$ cat src/rtl/mva_pkg.sv
// Shared types and constants for the MIDI voice allocator.
// No dependencies; every other file imports this package.
package mva_pkg;

	localparam int KEY_COUNT       = 128;
	localparam int KEY_W           = 7;
	localparam int SLOT_KEY_W      = 8;
	localparam int VOICE_COUNT_DEF = 8;

	localparam logic [SLOT_KEY_W-1:0] NO_KEY = 8'd128;

	localparam logic [3:0] NIB_NOTE_OFF = 4'h8;
	localparam logic [3:0] NIB_NOTE_ON  = 4'h9;
	localparam logic [3:0] NIB_CONTROL  = 4'hB;

	localparam logic [1:0] EV_NONE    = 2'd0;
	localparam logic [1:0] EV_START   = 2'd1;
	localparam logic [1:0] EV_RELEASE = 2'd2;
	localparam logic [1:0] EV_CONTROL = 2'd3;

	typedef enum logic [1:0] {
		OP_NOP,
		OP_START,
		OP_RELEASE,
		OP_CTRL
	} op_t;

	typedef enum logic {
		ST_IDLE,
		ST_EXEC
	} state_t;

	typedef struct packed {
		logic [7:0]       status_byte;
		logic [KEY_W-1:0] data_one;
		logic [KEY_W-1:0] data_two;
	} msg_t;

	typedef struct packed {
		logic [1:0]       event_kind;
		logic [2:0]       voice_index;
		logic [KEY_W-1:0] note_key;
		logic [KEY_W-1:0] note_velocity;
		logic [7:0]       release_mask;
		logic [KEY_W-1:0] control_number;
		logic [KEY_W-1:0] control_value;
	} evt_t;

	typedef struct packed {
		logic             en;
		logic [KEY_W-1:0] addr;
		logic             data;
	} km_wr_t;

	typedef struct packed {
		logic             start;
		logic             release_key;
		logic [KEY_W-1:0] key;
		logic [KEY_W-1:0] vel;
	} vb_cmd_t;

endpackage

$ cat src/rtl/mva_keymap.sv
// Pressed-key map: 128 x 1 synchronous memory with registered read.
// Runs a clearing sweep after reset. Depends on mva_pkg.
module mva_keymap import mva_pkg::*; (
	input  logic             clk,
	input  logic             arst_n,
	input  logic             rd_en,
	input  logic [KEY_W-1:0] rd_addr,
	output logic             rd_data,
	input  km_wr_t           wr,
	output logic             ready
);

	logic             mem [KEY_COUNT];
	logic             rd_data_q;
	logic             clearing_q;
	logic [KEY_W-1:0] clr_q;
	logic             we;
	logic [KEY_W-1:0] waddr;
	logic             wdata;

	assign ready   = !clearing_q;
	assign rd_data = rd_data_q;

	always_comb begin
		if (clearing_q) begin
			we    = 1'b1;
			waddr = clr_q;
			wdata = 1'b0;
		end else begin
			we    = wr.en;
			waddr = wr.addr;
			wdata = wr.data;
		end
	end

	always_ff @(posedge clk or negedge arst_n) begin
		if (!arst_n) begin
			clearing_q <= 1'b1;
			clr_q      <= '0;
		end else if (clearing_q) begin
			clr_q <= clr_q + 1'b1;
			if (clr_q == KEY_W'(KEY_COUNT - 1))
				clearing_q <= 1'b0;
		end
	end

	always_ff @(posedge clk) begin
		if (we)
			mem[waddr] <= wdata;
		if (rd_en)
			rd_data_q <= mem[rd_addr];
	end

endmodule

$ cat src/rtl/mva_voice_bank.sv
// Voice slots (key, level), rotating scan pointer, free-voice search
// and release match. Depends on mva_pkg.
module mva_voice_bank import mva_pkg::*; #(
	parameter  int VOICE_COUNT = VOICE_COUNT_DEF,
	localparam int IDX_W       = (VOICE_COUNT > 1) ? $clog2(VOICE_COUNT) : 1
) (
	input  logic                   clk,
	input  logic                   arst_n,
	input  vb_cmd_t                cmd,
	output logic                   free_found,
	output logic [IDX_W-1:0]       free_idx,
	output logic [VOICE_COUNT-1:0] match_mask
);

	logic [SLOT_KEY_W-1:0] key_q   [VOICE_COUNT];
	logic [KEY_W-1:0]      level_q [VOICE_COUNT];
	logic [IDX_W-1:0]      ptr_q;

	logic [VOICE_COUNT-1:0] free_vec;
	logic [VOICE_COUNT-1:0] upper_vec;
	logic                   found_hi;
	logic [IDX_W-1:0]       idx_hi;
	logic [IDX_W-1:0]       idx_lo;

	always_comb begin
		for (int v = 0; v < VOICE_COUNT; v++) begin
			free_vec[v]   = (level_q[v] == '0);
			upper_vec[v]  = free_vec[v] && (IDX_W'(v) >= ptr_q);
			match_mask[v] = (key_q[v] == {1'b0, cmd.key});
		end
	end

	// Rotating priority: lowest free voice at or above the pointer, else lowest overall.
	always_comb begin
		found_hi = 1'b0;
		idx_hi   = '0;
		idx_lo   = '0;
		for (int v = VOICE_COUNT - 1; v >= 0; v--) begin
			if (upper_vec[v]) begin
				found_hi = 1'b1;
				idx_hi   = IDX_W'(v);
			end
			if (free_vec[v])
				idx_lo = IDX_W'(v);
		end
		free_found = |free_vec;
		free_idx   = found_hi ? idx_hi : idx_lo;
	end

	always_ff @(posedge clk or negedge arst_n) begin
		if (!arst_n) begin
			for (int v = 0; v < VOICE_COUNT; v++) begin
				key_q[v]   <= NO_KEY;
				level_q[v] <= '0;
			end
			ptr_q <= '0;
		end else begin
			if (cmd.release_key) begin
				for (int v = 0; v < VOICE_COUNT; v++) begin
					if (match_mask[v])
						level_q[v] <= '0;
				end
			end
			// No free voice leaves the pointer where it was after a full turn.
			if (cmd.start && free_found) begin
				key_q[free_idx]   <= {1'b0, cmd.key};
				level_q[free_idx] <= cmd.vel;
				if (free_idx == IDX_W'(VOICE_COUNT - 1))
					ptr_q <= '0;
				else
					ptr_q <= free_idx + 1'b1;
			end
		end
	end

endmodule

$ cat src/rtl/midi_voice_allocator_top.sv
// Channel    Direction  Payload  Handshake
// msg        in         msg_t    msg_valid / msg_stall
// evt        out        evt_t    evt_valid / evt_stall
//
// Accepting a message in ST_IDLE reads the pressed-key memory; ST_EXEC then
// updates the key map and voice slots and loads the result register.
// After reset the key map is swept clear over all 128 keys with msg_stall high.
// A result held by evt_stall delays the update cycle; the next message is
// taken only after the current one has been written into the result register.
// Top level of the MIDI voice allocator. Depends on mva_pkg, mva_keymap,
// mva_voice_bank.
module midi_voice_allocator_top import mva_pkg::*; #(
	parameter int VOICE_COUNT = VOICE_COUNT_DEF
) (
	input  logic clk,
	input  logic arst_n,
	input  logic msg_valid,
	output logic msg_stall,
	input  msg_t msg,
	output logic evt_valid,
	input  logic evt_stall,
	output evt_t evt
);

	localparam int IDX_W = (VOICE_COUNT > 1) ? $clog2(VOICE_COUNT) : 1;

	state_t state_q, state_d;
	logic   km_ready;
	logic   key_down;
	logic   accept;
	logic   fire;
	op_t    op_d;

	op_t              op_s1;
	logic [KEY_W-1:0] key_s1;
	logic [KEY_W-1:0] vel_s1;

	logic                   free_found;
	logic [IDX_W-1:0]       free_idx;
	logic [VOICE_COUNT-1:0] match_mask;
	vb_cmd_t                vb_cmd;
	km_wr_t                 km_wr;

	logic out_valid_q;
	evt_t out_q;
	evt_t res;

	assign msg_stall = !km_ready || (state_q != ST_IDLE);
	assign accept    = msg_valid && !msg_stall;
	assign fire      = (state_q == ST_EXEC) && (!out_valid_q || !evt_stall);
	assign evt_valid = out_valid_q;
	assign evt       = out_q;

	always_comb begin
		case (msg.status_byte[7:4])
			NIB_NOTE_OFF: op_d = OP_RELEASE;
			NIB_NOTE_ON:  op_d = (msg.data_two == '0) ? OP_RELEASE : OP_START;
			NIB_CONTROL:  op_d = OP_CTRL;
			default:      op_d = OP_NOP;
		endcase
	end

	always_ff @(posedge clk or negedge arst_n) begin
		if (!arst_n)
			state_q <= ST_IDLE;
		else
			state_q <= state_d;
	end

	always_comb begin
		state_d = state_q;
		case (state_q)
			ST_IDLE: begin
				if (accept)
					state_d = ST_EXEC;
			end
			ST_EXEC: begin
				if (fire)
					state_d = ST_IDLE;
			end
			default: state_d = ST_IDLE;
		endcase
	end

	always_ff @(posedge clk) begin
		if (accept) begin
			op_s1  <= op_d;
			key_s1 <= msg.data_one;
			vel_s1 <= msg.data_two;
		end
	end

	mva_keymap u_keymap (
		.clk     (clk),
		.arst_n  (arst_n),
		.rd_en   (accept),
		.rd_addr (msg.data_one),
		.rd_data (key_down),
		.wr      (km_wr),
		.ready   (km_ready)
	);

	always_comb begin
		km_wr.en   = fire && (((op_s1 == OP_START) && !key_down) ||
		                      ((op_s1 == OP_RELEASE) && key_down));
		km_wr.addr = key_s1;
		km_wr.data = (op_s1 == OP_START);

		vb_cmd.start       = fire && (op_s1 == OP_START) && !key_down;
		vb_cmd.release_key = fire && (op_s1 == OP_RELEASE) && key_down;
		vb_cmd.key         = key_s1;
		vb_cmd.vel         = vel_s1;
	end

	mva_voice_bank #(
		.VOICE_COUNT (VOICE_COUNT)
	) u_voice_bank (
		.clk        (clk),
		.arst_n     (arst_n),
		.cmd        (vb_cmd),
		.free_found (free_found),
		.free_idx   (free_idx),
		.match_mask (match_mask)
	);

	always_comb begin
		res = '0;
		case (op_s1)
			OP_START: begin
				if (!key_down && free_found) begin
					res.event_kind    = EV_START;
					res.voice_index   = 3'(free_idx);
					res.note_key      = key_s1;
					res.note_velocity = vel_s1;
				end
			end
			OP_RELEASE: begin
				if (key_down) begin
					res.event_kind   = EV_RELEASE;
					res.note_key     = key_s1;
					res.release_mask = 8'(match_mask);
				end
			end
			OP_CTRL: begin
				res.event_kind     = EV_CONTROL;
				res.control_number = key_s1;
				res.control_value  = vel_s1;
			end
			default: res.event_kind = EV_NONE;
		endcase
	end

	always_ff @(posedge clk or negedge arst_n) begin
		if (!arst_n)
			out_valid_q <= 1'b0;
		else if (fire)
			out_valid_q <= 1'b1;
		else if (!evt_stall)
			out_valid_q <= 1'b0;
	end

	always_ff @(posedge clk) begin
		if (fire)
			out_q <= res;
	end

endmodule

$ cat config.mk
export PLATFORM = sky130hd
export DESIGN_NAME = midi_voice_allocator_top
export DESIGN_NICKNAME = d
export VERILOG_FILES = /design/src/rtl/mva_pkg.sv /design/src/rtl/mva_keymap.sv /design/src/rtl/mva_voice_bank.sv /design/src/rtl/midi_voice_allocator_top.sv
export SDC_FILE = /design/constraint.sdc
export NUM_CORES = 1
export LEC_CHECK = 0
export BUFFER_PORTS_ARGS = -buffer_cell sky130_fd_sc_hd__buf_2
export CAP_MARGIN = 10
export CORE_ASPECT_RATIO = 1.5
export CORE_MARGIN = 2
export CORE_UTILIZATION = 53
export CTS_BUF_LIST = sky130_fd_sc_hd__clkbuf_2 sky130_fd_sc_hd__clkbuf_4 sky130_fd_sc_hd__clkbuf_8
export CTS_CLUSTER_DIAMETER = 200
export DETAILED_ROUTE_END_ITERATION = 16
export HOLD_SLACK_MARGIN = 0.08
export PLACE_DENSITY = 0.77
export REMOVE_ABC_BUFFERS = 1
export SYNTH_ARGS = -nofsm -noshare
export SYNTH_HDL_FRONTEND = slang
export SYNTH_SLANG_ARGS = --single-unit
export TNS_END_PERCENT = 20
$ cat constraint.sdc
create_clock -name clk -period 15.2 [get_ports clk]
set_clock_uncertainty 0.1 [all_clocks]
set_input_delay 2.28 -clock clk [delete_from_list [all_inputs] [get_ports clk]]
set_output_delay 2.28 -clock clk [all_outputs]
set_load 0.02 [all_outputs]
# Word-level counts from Yosys, hierarchy flattened
# Memory sizes are Yosys's and may differ from the RTL's. A register that Yosys moved wholly into a read port is not among the register bits.
# Cells that the tools add are included.
[totals]
register_bits = 190
ram_bits = 128
wordCells = 163
memories = 1
[op_classes]
add_sub_neg = 2
magnitude_cmp = 10
eq_ne = 17
mux = 61
bitwise_logic = 2
n_reduce_logical = 39
[memory_table]
columns = ["name", "words", "word_bits", "read_ports", "rd_clocked_by_memory_dff", "wr", "line", "rtl"]
rows = [
  ["u_keymap.mem", 128, 1, 1, 1, 1, "mva_keymap.sv:13", "logic mem [KEY_COUNT];"],
]
[ops]
columns = ["op", "count"]
rows = [
  ["56-bit two-way mux", 2],
  ["7-bit two-way mux", 11],
  ["64-bit bitwise mux", 1],
  ["8-bit by 7-bit == test with 1-bit output", 8],
  ["7-bit logical NOT", 9],
  ["56-bit bitwise mux", 1],
  ["3-bit two-way mux", 18],
  ["8-bit demux with 3-bit select", 1],
  ["7-bit demux with 3-bit select", 1],
  ["1-bit logical AND", 20],
  ["1-bit two-way mux", 18],
  ["18-bit two-way mux", 1],
  ["7-bit case mux with 2 select lines", 1],
  ["4-bit == test, second input constant", 3],
  ["3-bit greater-or-equal comparator, first input constant", 4],
  ["2-bit case mux with 3 select lines", 2],
  ["8-bit two-way mux", 1],
  ["8-bit OR reduction", 1],
  ["7-bit by 1-bit adder with 7-bit output, second input constant", 1],
  ["7-bit == test, second input constant", 1],
  ["1-bit by 3-bit greater-or-equal comparator with 1-bit output, first input constant", 2],
  ["2-bit by 3-bit greater-or-equal comparator with 1-bit output, first input constant", 2],
  ["2-bit == test, second input constant", 2],
  ["4-bit greater-or-equal comparator, second input constant", 1],
  ["other kinds (12)", 19],
]

# Depth between registers and ports, before layout
[depth]
word_depth = 18
depth_mapped = 9
depth_no_buf = 8

# By module
# Synthesis repeated with hierarchy kept, for this count alone.
[unflattened]
cells_unflattened = 1034
hier_area_um2 = 14307.5
[by_module_without_submodules]
columns = ["module", "n_inst", "cells_per_inst", "area_per_inst_um2"]
rows = [
  ["mva_keymap", 1, 448, 6184.7],
  ["mva_voice_bank", 1, 450, 5880.6],
  ["midi_voice_allocator_top", 1, 136, 2242.2],
]

# Worst setup path before layout
# Ideal clock, no wire load.
[synth_timing]
path_type = "input to register"
from = "input port evt_stall"
to = "memory u_keymap.mem[39] (enable)"
arrival_ns = 4.891
path_slack_ns = 9.908
cell_stages = 7
n_path_buf = 2
path_cell_list = "a21boi_0 clkbuf_1 a21oi_1 a21oi_1 nand2_1 clkbuf_1 nor2_1"
[synth_via]
elab_chain_len = 7
[synth_rtl]
columns = ["element", "line", "rtl"]
rows = [
  ["start: declaration", "midi_voice_allocator_top.sv:21", "input logic evt_stall,"],
  ["1-bit logical NOT", "n/a", ""],
  ["1-bit logical OR", "midi_voice_allocator_top.sv:50", "assign fire = (state_q == ST_EXEC) && (!out_valid_q || !evt_stall);"],
  ["1-bit logical AND", "midi_voice_allocator_top.sv:50", ""],
  ["named net fire", "midi_voice_allocator_top.sv:31", "logic fire;"],
  ["1-bit logical AND", "midi_voice_allocator_top.sv:104", "km_wr.en = fire && (((op_s1 == OP_START) && !key_down) ||"],
  ["1-bit two-way mux", "mva_keymap.sv:25", "if (clearing_q) begin"],
  ["1-bit two-way mux", "mva_keymap.sv:48", "if (we)"],
  ["1-bit two-way mux (not written as such)", "mva_keymap.sv:49", "mem[waddr] <= wdata;"],
  ["end: declaration", "mva_keymap.sv:13", ""],
]
# The timed path passes the listed nets, and every way through them passes these cells.

# Worst setup path in the final report
[layout_timing]
from = "input port evt_stall"
to = "register u_voice_bank.key_q[50] (netlist name)"
[layout_via]
elab_chain_len = 6
[layout_rtl]
columns = ["element", "line", "rtl"]
rows = [
  ["1-bit logical NOT", "n/a", ""],
  ["1-bit logical OR", "midi_voice_allocator_top.sv:50", ""],
  ["1-bit logical AND", "midi_voice_allocator_top.sv:50", ""],
  ["1-bit logical AND (2 in series)", "midi_voice_allocator_top.sv:109", "vb_cmd.start = fire && (op_s1 == OP_START) && !key_down;"],
  ["1-bit logical AND", "mva_voice_bank.sv:65", "if (cmd.start && free_found) begin"],
  ["end signal: indexed assignment", "mva_voice_bank.sv:66", "key_q[free_idx] <= {1'b0, cmd.key};"],
  ["end: declaration", "mva_voice_bank.sv:15", "logic [SLOT_KEY_W-1:0] key_q [VOICE_COUNT];"],
]
# No other way between the ends.
# A chain may end at the register's enable or synchronous reset.

==> results.txt <==
----------------------------------------------------
[Clock tree]
  Number of post-CTS setup repair buffers ... 0
  Count of hold-fix buffers inserted at cts ... 0
  Reg clk slew, reported paths ... ~0.060 ns
  Clock buffers created by TritonCTS ... 48
  Latest clock arrival within the worst-skew pair ... 0.57 ns
  Clk root buf ... clkbuf_8
  Clock tree from TritonCTS ... yes
  Resized cells post-CTS ... 0
  Clock Path Buffers ... 3
  CTS sink cnt ... 319
  H-tree levels ... 2

[Route]
  Detailed Route WL ... about 29000 um
  Via count ... 8328
  Max layer used ... met4
  Remaining design rule violation count ... 0
  Via-per-instance ratio ... 5.83
  Iter 0 DRT Violations ... 598
  Drt pass-1 iters ... 5
  WL per Instance ... 20.3 um
  Total length of routed met2 wires ... 14900 um
  Number of routed nets with antenna violations ... 0
  Met3 wire length ... 1750 um
  Routed metal-1 wirelength ... 11300 um

[Power]
  VDD IR-drop max ... 0.140 mV
  Leakage dissipation ... 6.03 nW
  Power, Total ... 2.52 mW
  Power per cell area ... approximately 160 nW/um^2

[Placed design]
  Number of instances in the placed design ... between 1000 and 1500
  Final weighted congestion in routability-driven placement ... around 0.94
  Number of input and output port buffers inserted ... 64
  Cell area after placement ... 14600 sq um
  Worst slack at placement ... 9.85 ns
  DP HPWL ... 18000 um

[Cells and area]
  Share of cells above drive strength 1 ... 25.5%
  Area growth syn-to-layout ... 11.2%
  Post-layout util ... 60.1%
  Final standard cell area without fillers ... 15600 sq um
  Fill count ... roughly 2000
  Number of cells in the finished layout apart from fillers ... about 1400
  Final layout net count ... approximately 1100
  Antenna diode instance count ... 0

[Floorplan]
  Die area ... 27800 sq um
  Cell Rows ... 72
  Horiz. Die Dim ... 137 um
  Initial Util ... between 50% and 60%
  Vertical extent of the die ... a little over 200 um
  Area inside the core boundary ... 25900 sq um
  Num ports ... 69

[STA]
  Post-route worst setup slack ... between 10 and 15 ns
  Worst hold-check slack ... 0.384 ns
  Pins over their slew limit ... 0
  Slew at the pin closest to its max-slew limit ... 1.13 ns
  Sum Neg Setup Slack ... 0 ns
  RSZ-0062 raised after global routing ... false
  Max Freq ... 210 MHz
  Setup Viol. Count Final ... 0
  Clock period minus worst slack ... between 4 and 5 ns
  Share of the cycle needed by the critical path after routing ... 31.4%
  Slew margin rel. ... between 20% and 30%
  Final-report hold violation count ... 0

[Run status]
  Outcome ... complete, no violations

[Logic synthesis]
  Commonest register cell after synthesis ... edfxtp_1
  Mean cell area of the mapped netlist ... 14.2 sq um
  Register bit count reported by yosys ... approximately 320
  Synth top area cells ... edfxtp_1, dfrtp_1, mux4_2, nor2_1, a22o_1
  Leading area contributor after synthesis ... edfxtp_1
  Yosys warning total ... 0
  Number of enable flip-flop cells after synthesis ... 186
  Sequential cell area fraction in the yosys report ... 63.6%
  Post-Synthesis Cells ... approximately 1000
  Yosys cell types ... 61
  Synthesized area ... 14000 sq um
  Fraction of registers with async set/reset ... 41.7%
  Yosys top cell area share ... 39.8%
  Most common cell in the synthesized netlist ... edfxtp_1
  Synth top cells by count ... edfxtp_1, nor2_1, dfrtp_1

[Global route]
  Maximum number of pins on one net before global-route repair ... 129
  Wire length of the first global-routing pass ... approximately 46000 um
  Overflow after GRT ... 0
  Overall fraction of global-route tracks in use ... a little over a fifth
  Via count of the first global-routing pass ... 8598
  Antenna violations before repair ... 0

[Critical path]
  Setup slack of the most critical reg-to-reg path ... 11.30 ns
  Worst r2r src ... u_voice_bank.level_q[17]$_DFF_PN0_
  Required arrival time at the worst endpoint ... 15.55 ns
  Critical path capture point ... u_voice_bank.key_q[50]$_DFFE_PN0P_
  Number of cells on the worst reg-to-reg path ... 7
  Critical path data arrival time ... slightly above 5 ns
  Critical Path Start Type ... primary input
  Kind of critical path ... primary input to register
  Largest fanout on the critical path ... 52
  Type of destination of the critical path ... register
  FF-to-FF End ... u_voice_bank.key_q[16]$_DFFE_PN0P_
  Startpoint of the worst setup timing path ... evt_stall

[Flow run]
  Max Cap Viol ... 0

[Min path]
  Worst hold path class ... register to register

----------------------------------------------------
==> critical path, cell delays in order <==
cell      delay [ns]
buf_2           0.13
a21boi_4        0.13
buf_4           0.54
o211ai_1        0.41
a21o_1          0.38
nor3_2          0.79
mux2_2          0.42
==> where the power goes <==
part	internal [mW]	switching [mW]
registers	1.06	0.0931
clock network	0.384	0.321
logic	0.294	0.371
==> cells in the final DEF, fill, tap and decap left out, types with 14 or more instances in the layout <==
master / count
edfxtp_1: 186
nor2_1: 147
dfrtp_1: 124
buf_2: 63
a22o_1: 57
clkbuf_8: 57
nand2_1: 56
mux4_2: 42
xnor2_1: 35
and2_1: 34
mux2_2: 32
xor2_1: 27
mux2_4: 21
clkbuf_4: 18
nor3_1: 17
nand4_1: 14
==> layer usage <==
metal / vias up / track usage, %
li1: 3786 / -
met1: 4193 / 27.1
met2: 275 / 37.2
met3: 74 / 4.15
met4: 0 / 8.58
met5: - / 0
==> flip-flops by register name, summed over array words and instances, names as in the netlist <==
signal / flops
u_keymap.mem: 128
u_voice_bank.key_q: 64
u_voice_bank.level_q: 56
evt: 41
key_s1: 7
u_keymap.clr_q: 7
vel_s1: 7
u_voice_bank.ptr_q: 3
op_s1: 2
evt_valid: 1
state_q: 1
u_keymap.clearing_q: 1
u_keymap.rd_data: 1
==> cell families after synthesis <==
kind of cell / share of synthesized area, %
buffers and inverters: 1.94
adders and majority gates: 0.535
muxes: 12.0
xor gates and xnor gates: 3.87
AOI/OAI and AO/OA: 6.51
and+or+nand+nor: 11.5
DFF: 63.6
==> how the worst min path moves through the flow <==
stage          cells past startpoint  slack, ns                               start                                  to
6_report                           1       0.38  u_voice_bank.key_q[39]$_DFFE_PN1P_  u_voice_bank.key_q[39]$_DFFE_PN1P_
5_1_grt                            1       0.40  u_voice_bank.key_q[39]$_DFFE_PN1P_  u_voice_bank.key_q[39]$_DFFE_PN1P_
4_1_cts                            1       0.39  u_voice_bank.key_q[39]$_DFFE_PN1P_  u_voice_bank.key_q[39]$_DFFE_PN1P_
3_5_place_dp                       1       0.37  u_voice_bank.level_q[28]$_DFF_PN0_  u_voice_bank.level_q[28]$_DFF_PN0_
3_3_place_gp                       1       0.37  u_voice_bank.key_q[39]$_DFFE_PN1P_  u_voice_bank.key_q[39]$_DFFE_PN1P_
2_1_floorplan                      1       0.36  u_voice_bank.level_q[28]$_DFF_PN0_  u_voice_bank.level_q[28]$_DFF_PN0_
==> final cells by class <==
cell class	instances	area, sq um	area share (%)
Clock inverter	12	55.1	0.353
Tap cell	333	417	2.67
Clock buffer	75	920	5.90
Multi-Input combinational cell	608	4850	31.1
Sequential cell	319	8920	57.2
Inverter	8	30.0	0.193
Timing Repair Buffer	74	398	2.55
(Power assumes the default switching activity.)
